`src/sspw_pkg.sv`:
```
// Shared constants, types and helpers for the spaced seed period/weight core.
// No dependencies; every other file in src uses this package.
`timescale 1ns / 1ps

package sspw_pkg;

  localparam int SEED_BITS = 64;   // active seed width, 8..64
  localparam int IN_W      = 64;   // seed field width on the channel
  localparam int PER_W     = 6;    // best_period width
  localparam int WGT_W     = 7;    // periodic_weight width

  // popcount of the top bits is split into byte groups
  localparam int GRP_BITS  = 8;
  localparam int GROUPS    = (SEED_BITS + GRP_BITS - 1) / GRP_BITS;
  localparam int PAD_BITS  = GROUPS * GRP_BITS;
  localparam int GCNT_W    = $clog2(GRP_BITS + 1);

  // min search: leaf 0 is the no-period default, leaf p is shift p
  localparam int LEAVES    = 64;
  localparam int FAN       = 8;
  localparam int MID       = LEAVES / FAN;

  typedef logic [SEED_BITS-1:0] pat_t;
  typedef logic [GCNT_W-1:0]    gcnt_t;

  typedef struct packed {
    pat_t x;   // masked seed
    pat_t t;   // t[i] = 1 when some set bit is at or above i
  } span_t;

  typedef struct packed {
    logic [PER_W-1:0] period;
    logic [WGT_W-1:0] weight;
  } cand_t;

  typedef cand_t [LEAVES-1:0] cand_vec_t;

  localparam cand_t NO_PERIOD = '{period: '0, weight: WGT_W'(SEED_BITS)};

  function automatic gcnt_t grp_ones(logic [GRP_BITS-1:0] v);
    gcnt_t c;
    c = '0;
    for (int i = 0; i < GRP_BITS; i++) begin
      c = c + gcnt_t'(v[i]);
    end
    return c;
  endfunction

endpackage

```
`src/sspw_span.sv`:
```
// Stages 1-2: mask the seed to SEED_BITS, then smear set bits downward
// to get the span thermometer. Depends on sspw_pkg.
`timescale 1ns / 1ps

module sspw_span (
  input  logic                      clk_i,
  input  logic                      rst_ni,
  input  logic                      valid_i,
  output logic                      ready_o,
  input  logic [sspw_pkg::IN_W-1:0] seed_i,
  output logic                      valid_o,
  input  logic                      ready_i,
  output sspw_pkg::span_t           span_o
);
  import sspw_pkg::*;

  logic  va_q, vb_q;
  logic  rdy_a, rdy_b;
  pat_t  xa_q;
  span_t sb_d, sb_q;

  assign rdy_b   = !vb_q || ready_i;
  assign rdy_a   = !va_q || rdy_b;
  assign ready_o = rdy_a;

  // bits above the seed width drop out here
  always_ff @(posedge clk_i or negedge rst_ni) begin
    if (!rst_ni) begin
      va_q <= 1'b0;
    end else if (rdy_a) begin
      va_q <= valid_i;
    end
  end

  always_ff @(posedge clk_i) begin
    if (valid_i && rdy_a) begin
      xa_q <= seed_i[SEED_BITS-1:0];
    end
  end

  // log-step prefix OR from the top
  always_comb begin
    pat_t t;
    t = xa_q;
    for (int k = 1; k < SEED_BITS; k = k * 2) begin
      t = t | (t >> k);
    end
    sb_d.x = xa_q;
    sb_d.t = t;
  end

  always_ff @(posedge clk_i or negedge rst_ni) begin
    if (!rst_ni) begin
      vb_q <= 1'b0;
    end else if (rdy_b) begin
      vb_q <= va_q;
    end
  end

  always_ff @(posedge clk_i) begin
    if (va_q && rdy_b) begin
      sb_q <= sb_d;
    end
  end

  assign valid_o = vb_q;
  assign span_o  = sb_q;

endmodule

```
`config.mk`:
```
export PLATFORM = sky130hd
export DESIGN_NAME = sspw_span
export DESIGN_NICKNAME = d
export VERILOG_FILES = /design/src/sspw_pkg.sv /design/src/sspw_span.sv
export SDC_FILE = /design/constraint.sdc
export NUM_CORES = 1
export LEC_CHECK = 0
export CORE_MARGIN = 2
export CORE_UTILIZATION = 36
export DETAILED_ROUTE_END_ITERATION = 16
export DONT_BUFFER_PORTS = 1
export PLACE_DENSITY = 0.58
export SLEW_MARGIN = 20
export SYNTH_ARGS = -nofsm -noshare
export SYNTH_HDL_FRONTEND = slang
export SYNTH_SLANG_ARGS = --single-unit
```
`constraint.sdc`:
```
create_clock -name clk_i -period 4.1 [get_ports clk_i]
set_clock_uncertainty 0.15 [all_clocks]
set_input_delay 0.205 -clock clk_i [delete_from_list [all_inputs] [get_ports clk_i]]
set_output_delay 0.205 -clock clk_i [all_outputs]
set_load 0.03 [all_outputs]
```
==> results of run 1 <==
[cell families after synthesis]
logic type / Yosys count / synth area share [%]
AND/OR/NAND/NOR: 109 / 10.4
buffers and inverters: 11 / 0.769
flip-flops: 193 / 88.9
[layer usage]
| metal | wire, um | vias to the layer above | track usage [%] |
|---|---|---|---|
| li1 | - | 1423 | - |
| met1 | 5100 | 1517 | 16.2 |
| met2 | 6530 | 137 | 22.6 |
| met3 | 1050 | 16 | 5.92 |
| met4 | 199 | 0 | 5.16 |
| met5 | 0 | - | 0 |
[synth_stat cells]
cell                       number
sky130_fd_sc_hd__dfrtp_1        2
sky130_fd_sc_hd__nor4_4         2
sky130_fd_sc_hd__nor3b_1        1
sky130_fd_sc_hd__and4b_1        1
sky130_fd_sc_hd__edfxtp_1     191
sky130_fd_sc_hd__nor4_1         7
sky130_fd_sc_hd__nor2_1        16
sky130_fd_sc_hd__nand4b_1       6
sky130_fd_sc_hd__nand3b_1       9
sky130_fd_sc_hd__inv_2          1
sky130_fd_sc_hd__nand3_1        8
sky130_fd_sc_hd__or2_2          2
sky130_fd_sc_hd__buf_4          2
sky130_fd_sc_hd__nand2b_1       7
sky130_fd_sc_hd__and2_4         1
sky130_fd_sc_hd__nor3_1         9
sky130_fd_sc_hd__nor4_2         3
sky130_fd_sc_hd__or4_1          2
sky130_fd_sc_hd__nand4_1        8
sky130_fd_sc_hd__or3_1          7
sky130_fd_sc_hd__nand2_1       15
sky130_fd_sc_hd__or2b_1         2
sky130_fd_sc_hd__inv_1          7
sky130_fd_sc_hd__and2_1         2
sky130_fd_sc_hd__or4_4          1
sky130_fd_sc_hd__buf_2          1
[area by class of cell]
type | instances | area, um^2 | share of cell area (%)
well taps | 229 | 287 | 3.52
clock buffers | 17 | 425 | 5.23
repair buffers | 72 | 723 | 8.89
multi-input cells | 109 | 681 | 8.36
inverters | 8 | 30.0 | 0.369
clock inverters | 14 | 204 | 2.51
diodes | 1 | 2.50 | 0.0308
flip-flops and latches | 193 | 5790 | 71.1
[registers in the layout, indices dropped and copies added (netlist names)]
register	flops
span_o	127
xa_q	64
va_q	1
valid_o	1
[how the worst min path moves through the flow]
stage	cells past startpoint	start	end
5_1_grt	2	ready_i	va_q$_DFFE_PN0P_
3_3_place_gp	0	rst_ni	va_q$_DFFE_PN0P_
4_1_cts	2	ready_i	va_q$_DFFE_PN0P_
2_1_floorplan	0	rst_ni	va_q$_DFFE_PN0P_
3_5_place_dp	0	rst_ni	valid_o$_DFFE_PN0P_
6_report	2	ready_i	va_q$_DFFE_PN0P_
[repair_timing]
item	in CTS	in global routing
endpoints found under the setup margin	0	0
endpoints found under the hold margin	68	0
hold buffers	68	0
[power breakdown]
group	internal, mW	switching, mW
Combinational	0.0591	0.0860
Sequential	2.30	0.158
Clock	1.03	0.726
[per-stage QoR]
step / hold WS, ns / area, um^2 / instances / setup slack [ns] / utilization (%)
after floorplan: -0.241 / 6510 / 313 / 1.09 / -
after global placement: -0.241 / 6830 / 543 / 1.20 / 38.3
after detailed placement: -0.241 / 6830 / 543 / 1.21 / 38.3
after CTS: 0.0569 / 8140 / 642 / 1.21 / 45.6
after global routing: 0.103 / 8140 / 643 / 1.08 / 45.6
final: 0.0802 / 8140 / 643 / 1.40 / 45.6
[worst reg2reg max path, stage by stage (launching register included)]
cell and delay (ns):
sky130_fd_sc_hd__edfxtp_1 0.44, sky130_fd_sc_hd__nor4_1 0.56, sky130_fd_sc_hd__nand4b_1 0.45, sky130_fd_sc_hd__nor4_2 0.43, sky130_fd_sc_hd__buf_4 0.25, sky130_fd_sc_hd__nand4_1 0.12
==> impl_metrics.ini, run 1 <==
[hold_path]
hold_path_class = in2reg

[worst_setup_path]
critPathTopFamily = simple AND/OR/NAND/NOR gates
crit_start = xa_q[56]$_DFFE_PP_
criticalPathCategory = reg2reg
cp_num_cells = 5
critical_path_required_ns = 4.07
worst-path-buf-inv = 1
timing.reg2reg.setup_slack_ns = 1.40
reg2regPathDepth = 5
critical-path-slowest-cell = sky130_fd_sc_hd__nor4_1
worstSetupEndpointType = flip-flop
r2r-end = span_o[2]$_DFFE_PP_
worst_setup_path_start_kind = flip-flop
worst_ep_arrival_time_ns = 2.68
slowest_delay_ns = 0.56
critical_path.reg2reg.startpoint = xa_q[56]$_DFFE_PP_
worstSetupEndpoint = span_o[2]$_DFFE_PP_
path_cells = nor4_1, nand4b_1, nor4_2, buf_4, nand4_1
timing.critical_path.fanout_max = 12

[timing]
slew_violations = 0
grt_setup_unrepaired = false
setup_violations = 0
slew_headroom_pct = 31.9
period_needed_ns = 2.70
finalHoldViolations = 0
timing.final.crit_share_pct = 65.9
setup_tns_ns = 0
timing_worst_slew_pin_value_ns = 1.01
timing.fmax_mhz = 370

[global_route]
first_global_vias = 3182
grt_util_all_layers_pct = 13.8
antenna_found_initial = 1
grt_first_pass_wirelength_um = 19600
grt_max_degree = 76
globalRoute.totalOverflow = 0

[die]
die_height_um = 138
floorplan.io_pins = 198
effective_utilization_at_floorplan_pct = 36.5
die_x_um = 138
std_cell_rows = 49
core_area_mm2 = 0.0178
die_area_mm2 = 0.0192

[routing]
vias_cell = 4.81
detail-route-antenna-nets = 0
drtPass1Iterations = 4
detailroute.via_count = 3093
initialDrtViolationCount = 218
route.final.wire_length_um = 12900
detail_route.wl_per_cell_um = 20.0
drc = 0

[placed_design]
global_placement_routability_congestion = 0.740
io_buffers = 0
dpl.hpwl_um = 8620

[layout]
drive_gt1_share_pct = 11.4
final_cell_mix = sky130_fd_sc_hd__edfxtp_1, sky130_fd_sc_hd__dlygate4sd3_1, sky130_fd_sc_hd__clkbuf_16
areaGrowthSynthToFinish_pct = 25.0
n_fill_cell = 1504
fin_nets = 469
most_common_cell_after_layout_fill_and_taps_aside = sky130_fd_sc_hd__edfxtp_1

[logic_synthesis]
syn_area_mm2 = 0.00651
yosys_register_bits = 193
postSynthNetCount = 381
yosysTopAreaCell = sky130_fd_sc_hd__edfxtp_1
yosys.area.top_type_share_pct = 88.1
synth.yosys.warnings = 0
synth.area.top_cells = sky130_fd_sc_hd__edfxtp_1, sky130_fd_sc_hd__nand3b_1, sky130_fd_sc_hd__nor2_1
post_synth.cell_area_avg_um2 = 20.8
postSynthCellCount = 313
ys_seq_area_share_pct = 88.9
synth.distinct_cells = 26

[power_and_ir_drop]
max-vdd-ir-drop_mv = 0.290
power_density_mw_per_mm2 = 535
total_power_mw = 4.36
power.static_leakage_nw = 2.39

[cts]
total_number_of_h_tree_levels = 4
clk_pin_slew_ns = 0.07
cts_resized = 0
post-cts-setup-buffer-count = 0
clk-insertion-delay-late_ns = 0.43
cts_buffers = 17
clockRootBuffer = sky130_fd_sc_hd__clkbuf_16
number_of_clock_sinks = 193
clock_path_buffers = 2
cts_tree = yes

[run_status]
run_status = complete, no violations

[job]
maxCapViolations = 0
Note: power is estimated with default switching activity, not from simulation.
==> run 2: changes to the inputs <==
--- a/config.mk
+++ b/config.mk
@@ -9,7 +9,7 @@
 export CORE_UTILIZATION = 36
 export DETAILED_ROUTE_END_ITERATION = 16
 export DONT_BUFFER_PORTS = 1
-export PLACE_DENSITY = 0.58
+export PLACE_DENSITY = 0.56
 export SLEW_MARGIN = 20
 export SYNTH_ARGS = -nofsm -noshare
 export SYNTH_HDL_FRONTEND = slang
==> constraint.sdc (replaced) <==
create_clock -name clk_i -period 2.5 [get_ports clk_i]
set_clock_uncertainty 0.15 [all_clocks]
set_input_delay 0.125 -clock clk_i [delete_from_list [all_inputs] [get_ports clk_i]]
set_output_delay 0.125 -clock clk_i [all_outputs]
set_load 0.03 [all_outputs]
==> run 2 against run 1 <==
Sequential power increased by 64%. Global-route usage is 0.095 points lower. Non-clock buffer count up 19. Flip-flop and latch count unchanged. Critical endpoint is now span_o[51]$_DFFE_PP_. Critical path type unchanged. Critical path depth unchanged. Maximum frequency grew 12%.
==> impl_metrics.ini, run 2 (synthesis gave the netlist of run 1 again) <==
[run_status]
run_status = complete, no violations

[worst_setup_path]
worstSetupEndpointType = flip-flop
timing.critical_path.fanout_max = 5
slowest_delay_ns = 0.44
worst-path-buf-inv = 1
crit_start = xa_q[60]$_DFFE_PP_
worst_ep_arrival_time_ns = 2.40
timing.reg2reg.setup_slack_ns = 0.1
cp_num_cells = 5
critical-path-slowest-cell = sky130_fd_sc_hd__edfxtp_1
path_cells = nor4_4, and2_4, inv_2, or4_4, or4_1
criticalPathCategory = reg2reg
reg2regPathDepth = 5
critical_path.reg2reg.startpoint = xa_q[60]$_DFFE_PP_
worstSetupEndpoint = span_o[51]$_DFFE_PP_
critPathTopFamily = simple AND/OR/NAND/NOR gates
critical_path_required_ns = 2.50
r2r-end = span_o[51]$_DFFE_PP_
worst_setup_path_start_kind = flip-flop

[cts]
number_of_clock_sinks = 193
clk-insertion-delay-late_ns = 0.42
clockRootBuffer = sky130_fd_sc_hd__clkbuf_16
total_number_of_h_tree_levels = 4
cts_buffers = 17
clock_path_buffers = 2
cts_tree = yes
clk_pin_slew_ns = 0.07

[timing]
period_needed_ns = 2.40
finalHoldViolations = 0
timing_worst_slew_pin_value_ns = 0.580
timing.final.crit_share_pct = 96.1
setup_violations = 0
grt_setup_unrepaired = false
setup_tns_ns = 0
slew_violations = 0
setup_slack_ns = 0.0981
slew_headroom_pct = 61.4
timing.fmax_mhz = 416

[layout]
final_cell_mix = sky130_fd_sc_hd__edfxtp_1, sky130_fd_sc_hd__dlygate4sd3_1, sky130_fd_sc_hd__buf_4
areaGrowthSynthToFinish_pct = 27.2
fin_area_mm2 = 0.00828
multiInputGateArea_um2 = 696
sequential_cell_area_mm2 = 0.00579
n_fill_cell = 1518
largest_register_ff_count = 127
drive_gt1_share_pct = 14.3
most_common_cell_after_layout_fill_and_taps_aside = sky130_fd_sc_hd__edfxtp_1
fin_nets = 488
final_cells = 662
num_antenna_cells = 0
final_core_utilization_pct = 46.4

[routing]
detailroute.via_count = 3212
vias_cell = 4.85
detail_route.wl_per_cell_um = 19.8
route.final.wire_length_um = 13100
drc = 0
drtPass1Iterations = 4
detail-route-antenna-nets = 0
initialDrtViolationCount = 134

[job]
maxCapViolations = 0

[die]
effective_utilization_at_floorplan_pct = 36.5
die_height_um = 138
core_area_mm2 = 0.0178
die_area_mm2 = 0.0192
floorplan.io_pins = 198
std_cell_rows = 49
die_x_um = 138

[placed_design]
global_placement_routability_congestion = 0.731
place.detailed.instances = 559
place_area_mm2 = 0.00697
dpl.hpwl_um = 8780
io_buffers = 0
pre_cts_ws_ns = 0.0565

[hold_path]
hold_path_depth = 2
hold_path_class = in2reg

[global_route]
grt_first_pass_wirelength_um = 20000
globalRoute.totalOverflow = 0
first_global_vias = 3316
antenna_found_initial = 0
grt_util_all_layers_pct = 13.7
grt_max_degree = 65

[power_and_ir_drop]
power_density_mw_per_mm2 = 846
power.static_leakage_nw = 2.49
max-vdd-ir-drop_mv = 0.449
-- run 2: cell types whose count changed in the layout (fill, tap and decap cells not counted), moves of 2 or more --
cell / before / now
sky130_fd_sc_hd__clkbuf_1: 0 / 3
sky130_fd_sc_hd__buf_12: 1 / 3
sky130_fd_sc_hd__clkinvlp_4: 2 / 0
sky130_fd_sc_hd__clkinv_1: 0 / 2
sky130_fd_sc_hd__buf_4: 3 / 19
-- run 2: worst min-delay path by stage --
stage | startpoint | slack, ns | end
CTS | valid_i | 0.03 | xa_q[13]$_DFFE_PP_
detailed placement | rst_ni | -0.32 | va_q$_DFFE_PN0P_
global route | valid_i | 0.04 | xa_q[13]$_DFFE_PP_
floorplan | rst_ni | -0.32 | va_q$_DFFE_PN0P_
finish | valid_i | 0.05 | xa_q[13]$_DFFE_PP_
global placement | rst_ni | -0.32 | va_q$_DFFE_PN0P_
-- run 2: stage by stage --
step | hold slack (ns) | power (mW)
after global routing | 0.0434 | 7.26
after CTS | 0.0349 | 7.10
after global placement | -0.321 | 4.27
after floorplan | -0.321 | 4.17
final | 0.0504 | 7.01
after detailed placement | -0.321 | 4.27
-- run 2: power breakdown --
group	switching, mW	internal, mW
logic	0.149	0.117
clock network	1.14	1.58
registers	0.257	3.76
total	1.55	5.46
-- run 2: what timing repair did --
| item | CTS | global route |
|---|---|---|
| setup endpoints to repair | 0 | 36 |
| resized for setup | 0 | 2 |
| hold buffers | 69 | 0 |
| setup buffers | 0 | 2 |
| hold endpoints to repair | 68 | 0 |
-- run 2: layout make-up --
type	count	share of cell area [%]
Multi-Input combinational cell	109	8.40
Clock inverter	12	1.87
Tap cell	229	3.46
Timing Repair Buffer	91	10.8
Inverter	8	0.363
Sequential cell	193	69.8
Clock buffer	20	5.27
-- run 2: layer usage --
layer  global-route usage (%)  up-vias  routed length (um)
li1                         -     1456                   -
met1                     17.3     1596                5320
met2                     21.7      146                6550
met3                     5.06       14                 994
met4                     5.26        0                 218
met5                        0        -                   0
