### src/sspw_pkg.sv
// Shared constants, types and helpers for the spaced seed period/weight core.
// No dependencies; every other file in src uses this package.
`timescale 1ns / 1ps

package sspw_pkg;

  localparam int SEED_BITS = 64;   // active seed width, 8..64
  localparam int IN_W      = 64;   // seed field width on the channel
  localparam int PER_W     = 6;    // best_period width
  localparam int WGT_W     = 7;    // periodic_weight width

  // popcount of the top bits is split into byte groups
  localparam int GRP_BITS  = 8;
  localparam int GROUPS    = (SEED_BITS + GRP_BITS - 1) / GRP_BITS;
  localparam int PAD_BITS  = GROUPS * GRP_BITS;
  localparam int GCNT_W    = $clog2(GRP_BITS + 1);

  // min search: leaf 0 is the no-period default, leaf p is shift p
  localparam int LEAVES    = 64;
  localparam int FAN       = 8;
  localparam int MID       = LEAVES / FAN;

  typedef logic [SEED_BITS-1:0] pat_t;
  typedef logic [GCNT_W-1:0]    gcnt_t;

  typedef struct packed {
    pat_t x;   // masked seed
    pat_t t;   // t[i] = 1 when some set bit is at or above i
  } span_t;

  typedef struct packed {
    logic [PER_W-1:0] period;
    logic [WGT_W-1:0] weight;
  } cand_t;

  typedef cand_t [LEAVES-1:0] cand_vec_t;

  localparam cand_t NO_PERIOD = '{period: '0, weight: WGT_W'(SEED_BITS)};

  function automatic gcnt_t grp_ones(logic [GRP_BITS-1:0] v);
    gcnt_t c;
    c = '0;
    for (int i = 0; i < GRP_BITS; i++) begin
      c = c + gcnt_t'(v[i]);
    end
    return c;
  endfunction

endpackage

### src/sspw_min_tree.sv
// Stages 5-6: two-level min search over the candidates, first leaf wins
// on ties. Stage 6 is the output register. Depends on sspw_pkg.
`timescale 1ns / 1ps

module sspw_min_tree (
  input  logic                  clk_i,
  input  logic                  rst_ni,
  input  logic                  valid_i,
  output logic                  ready_o,
  input  sspw_pkg::cand_vec_t   cand_i,
  output logic                  valid_o,
  input  logic                  ready_i,
  output sspw_pkg::cand_t       res_o
);
  import sspw_pkg::*;

  logic  ve_q, vf_q;
  logic  rdy_e, rdy_f;
  cand_t mid_d [MID];
  cand_t mid_q [MID];
  cand_t res_d, res_q;

  assign rdy_f   = !vf_q || ready_i;
  assign rdy_e   = !ve_q || rdy_f;
  assign ready_o = rdy_e;

  // strict less keeps the lower shift on equal weight
  always_comb begin
    cand_t best;
    for (int m = 0; m < MID; m++) begin
      best = cand_i[m*FAN];
      for (int j = 1; j < FAN; j++) begin
        if (cand_i[m*FAN+j].weight < best.weight) begin
          best = cand_i[m*FAN+j];
        end
      end
      mid_d[m] = best;
    end
  end

  always_ff @(posedge clk_i or negedge rst_ni) begin
    if (!rst_ni) begin
      ve_q <= 1'b0;
    end else if (rdy_e) begin
      ve_q <= valid_i;
    end
  end

  always_ff @(posedge clk_i) begin
    if (valid_i && rdy_e) begin
      mid_q <= mid_d;
    end
  end

  always_comb begin
    res_d = mid_q[0];
    for (int m = 1; m < MID; m++) begin
      if (mid_q[m].weight < res_d.weight) begin
        res_d = mid_q[m];
      end
    end
  end

  always_ff @(posedge clk_i or negedge rst_ni) begin
    if (!rst_ni) begin
      vf_q <= 1'b0;
    end else if (rdy_f) begin
      vf_q <= ve_q;
    end
  end

  always_ff @(posedge clk_i) begin
    if (ve_q && rdy_f) begin
      res_q <= res_d;
    end
  end

  assign valid_o = vf_q;
  assign res_o   = res_q;

endmodule

### config.mk
export PLATFORM = sky130hd
export DESIGN_NAME = sspw_min_tree
export DESIGN_NICKNAME = d
export VERILOG_FILES = /design/src/sspw_pkg.sv /design/src/sspw_min_tree.sv
export SDC_FILE = /design/constraint.sdc
export NUM_CORES = 1
export LEC_CHECK = 0
export BUFFER_PORTS_ARGS = -buffer_cell sky130_fd_sc_hd__buf_2
export CAP_MARGIN = 20
export CORE_AREA = 4 4 325 327
export CTS_CLUSTER_DIAMETER = 80
export CTS_CLUSTER_SIZE = 28
export DETAILED_ROUTE_END_ITERATION = 8
export DIE_AREA = 0 0 329 331
export HOLD_SLACK_MARGIN = 0.02
export PLACE_DENSITY = 0.53
export RECOVER_POWER = 100
export SLEW_MARGIN = 20
export SYNTH_ARGS = -nofsm -noshare
export SYNTH_HDL_FRONTEND = slang
export SYNTH_SLANG_ARGS = --single-unit
### constraint.sdc
create_clock -name clk_i -period 13.05 [get_ports clk_i]
set_input_delay 3.2625 -clock clk_i [delete_from_list [all_inputs] [get_ports clk_i]]
set_output_delay 3.2625 -clock clk_i [all_outputs]
set_load 0.005 [all_outputs]
==> run summary, run 1 <==
status = finished with violations
failing checks = max-capacitance violations, max-slew violations
Initial Util = 24.0%
vias in the first global route = 28008
FMAX = 79.1 MHz
Finished Layout Cells = 5767
critical path launch point type = input pin
HPWL after detailed placement = 100000 µm
commonest non-fill, non-tap cells in the layout = 832 x buf_2, 317 x nand2_1, 294 x buf_4
Clock Sinks = 119
Die Span Y = 331 µm
Worst-Skew Late Latency = 0.46 ns
largest net degree at the start of global routing = 59
Detail Route Antenna Nets = 0
most common cell after layout, fill and taps aside = buf_2
Crit Path Max Fanout = 8
Layout Skew = 0.0128 ns
routed wire length = 114000 µm
area grow syn2layout = 40.6%
critical path data required time = 13.26 ns
Final Wtd Congestion = 0.966
DR DRC count = 0
post-synthesis sequential area ratio = 14.5%
total CTS buffers = 17
Slowest-stage cell, CP = a2111o_1
Synthesis Warnings = 0
GRT overflow = 0
layout cells sized above 1 = 35.8%
Die ar. = 109000 µm²
count of pins over their slew limit = 107
1st-iter DRT viols = 1581
drt first pass iters = 5
metal3 WL = 6690 µm
most frequent CP cell = ha_4
WL/cell = 19.8 µm
M1 WL = 48700 µm
pwr/cell area = 263 nW/µm²
total negative setup slack = 0 ns
syn nets = 4291
H-tree depth = 4
clock slew at reported path FFs = 0.06 ns
type of the worst min-delay path = flop to flop
Post-synth top flop = edfxtp_1
Root Driver = clkbuf_16
Setup crit end kind = flop
Max Cap Violations = 2
fin crit period = 12.64 ns
initial antenna violation count = 54
critical path type = input pin to flop
Post-DP Area = 33300 µm²
worst slack at placement = -0.238 ns
Yosys cell types = 112
CP arrival = 12.85 ns
metal2 WL = 56000 µm
CTS Buffer Depth = 2
Post-Syn Area = 24700 µm²
mean post-synth cell area = 7.53 µm²
die width = 329 µm
Port-buffer cells = 850
row count = 118
Core ar. = 103000 µm²
hold depth = 1
TritonCTS clock tree = done
Top Layer Used = met5
Tot Pwr = 9.11 mW
Fill cells = 11039
CP max stage delay = 0.42 ns
Hold Fails Final Rpt = 0
RSZ-0062 raised after global routing = yes
number of flops mapped to enable cells by yosys = 117
maximum vdd drop = 284 µV
worst slew pin tran = 3.43 ns
final setup fails = 0
Rel. slew slack = -129%
Syn Inst Count = 3275
post-placement cell count = 5673
slack of the critical path = 0.406 ns
asr flop ratio synth = 1.68%
routed vias = 29012
All-Layer GR Usage = 19.5%
Synth Register Bits = 119
# IOs = 851
FF-to-FF path depth = 55
first-pass GRT wire length = 166000 µm
post-layout net count = 5356
Final Cycle Share = 96.9%
post-DR vias/cell = 5.03
design area = 34700 µm²
Pleak = 16.0 nW
-- metrics by stage --
| stage | utilization [%] | hold slack [ns] |
|---|---|---|
| after floorplan | - | 0.449 |
| after CTS | 32.9 | 0.487 |
| after global routing | 33.7 | 0.513 |
| after global placement | 32.4 | 0.461 |
| final | 33.7 | 0.487 |
| after detailed placement | 32.4 | 0.483 |
-- critical path, delay by kind of cell --
family                     cells  cell delay, ns
AOI/OAI and AO/OA             28            5.64
adders and majority gates      6            1.32
buffers and inverters          4            0.39
muxes                          3            0.98
and+or+nand+nor               12            1.24
-- power breakdown --
group,leakage [nW],switching (mW),internal (mW)
combinational,14.6,4.30,3.44
clock,0.267,0.186,0.278
sequential,1.15,0.131,0.766
-- routing by layer --
metal	global-route usage, %	up-vias
li1	-	14480
met1	24.2	13531
met2	34.7	801
met3	3.80	162
met4	5.02	38
met5	0	-
-- cell usage after synthesis, types with 13 or more instances --
master	count	area, µm²
nand2_1	326	1220
inv_1	310	1160
mux2i_1	269	2690
nor2_1	261	980
a21oi_1	231	1160
o21ai_0	212	1060
ha_1	180	2250
edfxtp_1	117	3510
mux2_2	80	901
nand3_1	70	350
clkbuf_1	66	248
a211oi_1	59	443
mux2_1	58	653
nor3_1	58	290
a31oi_1	53	332
maj3_1	53	531
nand2b_1	52	325
a21o_1	48	360
o211ai_1	48	360
o21a_1	41	308
nor2b_1	38	238
and2_1	33	206
o22ai_1	31	194
o21ai_1	26	130
buf_2	24	120
xnor2_1	24	210
a311oi_1	21	184
o31ai_1	21	158
or2_2	21	131
and3_1	20	125
nand4_1	20	125
a311o_1	19	190
a22oi_1	16	120
a31o_2	16	140
o221ai_1	15	131
a211o_1	14	123
o2111ai_1	14	123
a221oi_1	13	114
-- kinds of logic after synthesis --
family | after synthesis | share of synthesized area (%)
compound gates | 1086 | 30.6
simple gates | 966 | 18.2
buf+inv | 422 | 6.70
mux | 410 | 17.4
fa+ha+maj | 238 | 11.5
flops | 119 | 14.5
xor+xnor | 34 | 1.21
-- worst paths after layout --
check	start	end	slack, ns
max in group asynchronous	rst_ni	valid_o$_DFFE_PN0P_	10.33
worst min-delay path	ve_q$_DFFE_PN0N_	valid_o$_DFFE_PN0P_	0.49
worst max-delay path	cand_i[641]	mid_q[24]$_DFFE_PP_	0.41
worst max register to register	mid_q[95]$_DFFE_PP_	res_o[12]$_DFFE_PP_	0.89
worst min register to register	ve_q$_DFFE_PN0N_	valid_o$_DFFE_PN0P_	0.49
min in group asynchronous	rst_ni	ve_q$_DFFE_PN0N_	2.59
-- registers in the layout, indices dropped and copies added, names as in the netlist --
register  count
mid_q       104
res_o        13
valid_o       1
ve_q          1
-- cell type report --
cell class / instances / area, µm² / area share (%)
Tap cell: 1380 / 1730 / 4.98
Inverter: 314 / 1210 / 3.50
Timing Repair Buffer: 1154 / 6610 / 19.1
Clock buffer: 19 / 433 / 1.25
Clock inverter: 13 / 131 / 0.379
Multi-Input combinational cell: 2734 / 20900 / 60.3
Antenna cell: 34 / 85.1 / 0.245
Sequential cell: 119 / 3560 / 10.3
-- repair_timing --
item	in CTS	in global routing
hold buffers	0	0
setup endpoints to repair	0	110
resized for setup	0	107
setup buffers	0	28
Power figures use the tool's default switching activity.
==> inputs of run 2 (changes only) <==
--- a/config.mk
+++ b/config.mk
@@ -13,7 +13,7 @@
 export DETAILED_ROUTE_END_ITERATION = 8
 export DIE_AREA = 0 0 329 331
 export HOLD_SLACK_MARGIN = 0.02
-export PLACE_DENSITY = 0.53
+export PLACE_DENSITY_LB_ADDON = 0.25
 export RECOVER_POWER = 100
 export SLEW_MARGIN = 20
 export SYNTH_ARGS = -nofsm -noshare
==> run 2 against run 1 <==
Compared with the run above: the run still ends with max-capacitance violations, max-slew violations left; cell count grew 0.71%; worst hold slack gained 0.022 ns; via count grew 0.23%; largest cell class unchanged; worst setup slack gained 0.032 ns; first-iteration DRC count grew 17%; highest routed layer unchanged.
==> run summary, run 2 (synthesis gave the netlist of run 1 again) <==
Hold Crit Start = ve_q$_DFFE_PN0N_ (unchanged)
layout cells sized above 1 = 36.5% (was 35.8%)
FMAX = 79.3 MHz (was 79.1 MHz)
die width = 329 µm (unchanged)
Post-DP Area = 33700 µm² (was 33300 µm²)
maximum vdd drop = 330 µV (was 284 µV)
HPWL after detailed placement = 99700 µm (was 100000 µm)
Crit Path Max Fanout = 8 (unchanged)
most frequent CP cell = a21oi_2 (was ha_4)
Largest register FFs = 104 (unchanged)
Setup crit end kind = flop (unchanged)
Pint = 4.53 mW (was 4.49 mW)
routed vias = 29079 (was 29012)
Final Cycle Share = 96.6% (was 96.9%)
fin crit period = 12.61 ns (was 12.64 ns)
combinational group share of total power = 85.1% (about the same)
CP arrival = 12.81 ns (was 12.85 ns)
post-DR vias/cell = 5.01 (was 5.03)
Die ar. = 109000 µm² (unchanged)
vias in the first global route = 27686 (was 28008)
TritonCTS clock tree = done (unchanged)
drt first pass iters = 6 (was 5)
Layout Skew = 0.0109 ns (was 0.0128 ns)
post-layout net count = 5401 (was 5356)
grt met2 use = 34.5% (was 34.7%)
pwr/cell area = 261 nW/µm² (was 263 nW/µm²)
largest net degree at the start of global routing = 64 (was 59)
routed wire length = 113000 µm (was 114000 µm)
1st-iter DRT viols = 1847 (was 1581)
area grow syn2layout = 42.0% (was 40.6%)
Port-buffer cells = 850 (unchanged)
critical path type = input pin to flop (unchanged)
GRT overflow = 0 (unchanged)
row count = 118 (unchanged)
Worst path depth = 52 (was 53)
utilization after layout = 34.0% (was 33.7%)
hold slack final = 0.509 ns (was 0.487 ns)
Die Span Y = 331 µm (unchanged)
R2R Path Start = mid_q[82]$_DFFE_PP_ (was mid_q[95]$_DFFE_PP_)
Worst R2R End = res_o[11]$_DFFE_PP_ (was res_o[12]$_DFFE_PP_)
Root Driver = clkbuf_16 (unchanged)
critical path data required time = 13.24 ns (was 13.26 ns)
Core ar. = 103000 µm² (unchanged)
first-pass GRT wire length = 164000 µm (was 166000 µm)
status = finished with violations (unchanged)
GR Util met3 = 3.20% (was 3.80%)
Fill cells = 11067 (was 11039)
hold depth = 1 (unchanged)
All-Layer GR Usage = 19.3% (was 19.5%)
met1 usage = 24.3% (was 24.2%)
count of pins over their slew limit = 107 (unchanged)
final setup fails = 0 (unchanged)
switching power = 4.60 mW (was 4.62 mW)
Clock Sinks = 119 (unchanged)
Initial Util = 24.0% (unchanged)
Rel. slew slack = -124% (was -129%)
Worst-Skew Late Latency = 0.44 ns (was 0.46 ns)
Biggest register = mid_q (unchanged)
commonest non-fill, non-tap cells in the layout = 833 x buf_2, 333 x buf_4, 318 x nand2_1 (was 832 x buf_2, 317 x nand2_1, 294 x buf_4)
initial antenna violation count = 55 (was 54)
most common cell after layout, fill and taps aside = buf_2 (unchanged)
CTS Buffer Depth = 2 (unchanged)
gr busiest metal = met2 (unchanged)
CP max stage delay = 0.41 ns (was 0.42 ns)
Detail Route Antenna Nets = 0 (unchanged)
sequential power share = 9.9% (was 9.8%)
Slowest-stage cell, CP = a2111o_1 (unchanged)
worst slew pin tran = 3.36 ns (was 3.43 ns)
total negative setup slack = 0 ns (unchanged)
critical path launch point type = input pin (unchanged)
design area = 35000 µm² (was 34700 µm²)
WL/cell = 19.5 µm (was 19.8 µm)
WP buf/inv = 4 (unchanged)
Tot Pwr = 9.14 mW (was 9.11 mW)
FF-to-FF path depth = 54 (was 55)
Hold Fails Final Rpt = 0 (unchanged)
clock slew at reported path FFs = 0.07 ns (was 0.06 ns)
type of the worst min-delay path = flop to flop (unchanged)
Hold Path End = valid_o$_DFFE_PN0P_ (unchanged)
Max Cap Violations = 2 (unchanged)
Final Wtd Congestion = 0.937 (was 0.966)
failing checks = max-capacitance violations, max-slew violations (unchanged)
total CTS buffers = 17 (unchanged)
Switching Fraction = 50.4% (was 50.7%)
# IOs = 851 (unchanged)
R2R setup slack = 1.13 ns (was 0.89 ns)
Pleak = 16.3 nW (was 16.0 nW)
H-tree depth = 4 (unchanged)
DR DRC count = 0 (unchanged)
clock share of power = 5.1% (about the same)
CP top delay family = compound AO/OA/AOI/OAI gates (unchanged)
==> run 2: cell count changes in the layout (fill, tap and decap cells not counted), moves of 3 or more <==
cell,previous run,this run
buf_4,294,333
inv_6,4,11
ha_1,141,147
o21ai_1,37,32
buf_6,2,6
diode_2,34,30
ha_4,33,29
a211oi_1,49,52
a211oi_2,12,9
a21oi_2,23,26
o21ai_0,190,193
o21ai_2,12,15
==> run 2: how the worst max path moves through the flow <==
stage / slack [ns] / start / to
after floorplan: -0.38 / cand_i[641] / mid_q[21]$_DFFE_PP_
after CTS: 0.28 / cand_i[641] / mid_q[25]$_DFFE_PP_
after global routing: -0.09 / cand_i[522] / mid_q[38]$_DFFE_PP_
after global placement: -0.11 / cand_i[732] / mid_q[12]$_DFFE_PP_
after detailed placement: -0.19 / cand_i[626] / mid_q[25]$_DFFE_PP_
final: 0.44 / cand_i[629] / mid_q[23]$_DFFE_PP_
==> run 2: power by group through the flow <==
stage                     logic [mW]  registers (mW)  clock network, mW
final                           7.77           0.900              0.464
after CTS                       7.66           0.906              0.484
after global placement          7.57           0.918                  0
after detailed placement        7.61           0.910                  0
after global routing            8.67           0.921              0.497
after floorplan                 5.43           0.827                  0
==> run 2: area by class of cell <==
cell class	instances	area, µm²	area share, %
Inverter	314	1210	3.47
Multi-Input combinational cell	2736	20900	59.8
Clock inverter	15	139	0.397
Timing Repair Buffer	1197	6930	19.8
Tap cell	1380	1730	4.93
Clock buffer	17	425	1.22
Sequential cell	119	3560	10.2
Antenna cell	30	75.1	0.214
==> run 2: through the flow <==
| step | instances | worst slack [ns] |
|---|---|---|
| floorplan | 3275 | -0.376 |
| detailed placement | 5717 | -0.190 |
| global route | 5798 | -0.0948 |
| finish | 5808 | 0.439 |
| global placement | 5717 | -0.109 |
| CTS | 5749 | 0.284 |
==> run 2: per-layer routing <==
metal  vias up  wire, µm
met5         -       155
met4        22      2110
met3       116      6050
met2       795     56100
met1     13575     48900
li1      14571         -
==> run 2: repair_timing <==
action                                  CTS  global route
setup buffers                             0            27
hold endpoints to repair                  0             0
resized for setup                         0           110
endpoints found under the setup margin    0            98
hold buffers                              0             0
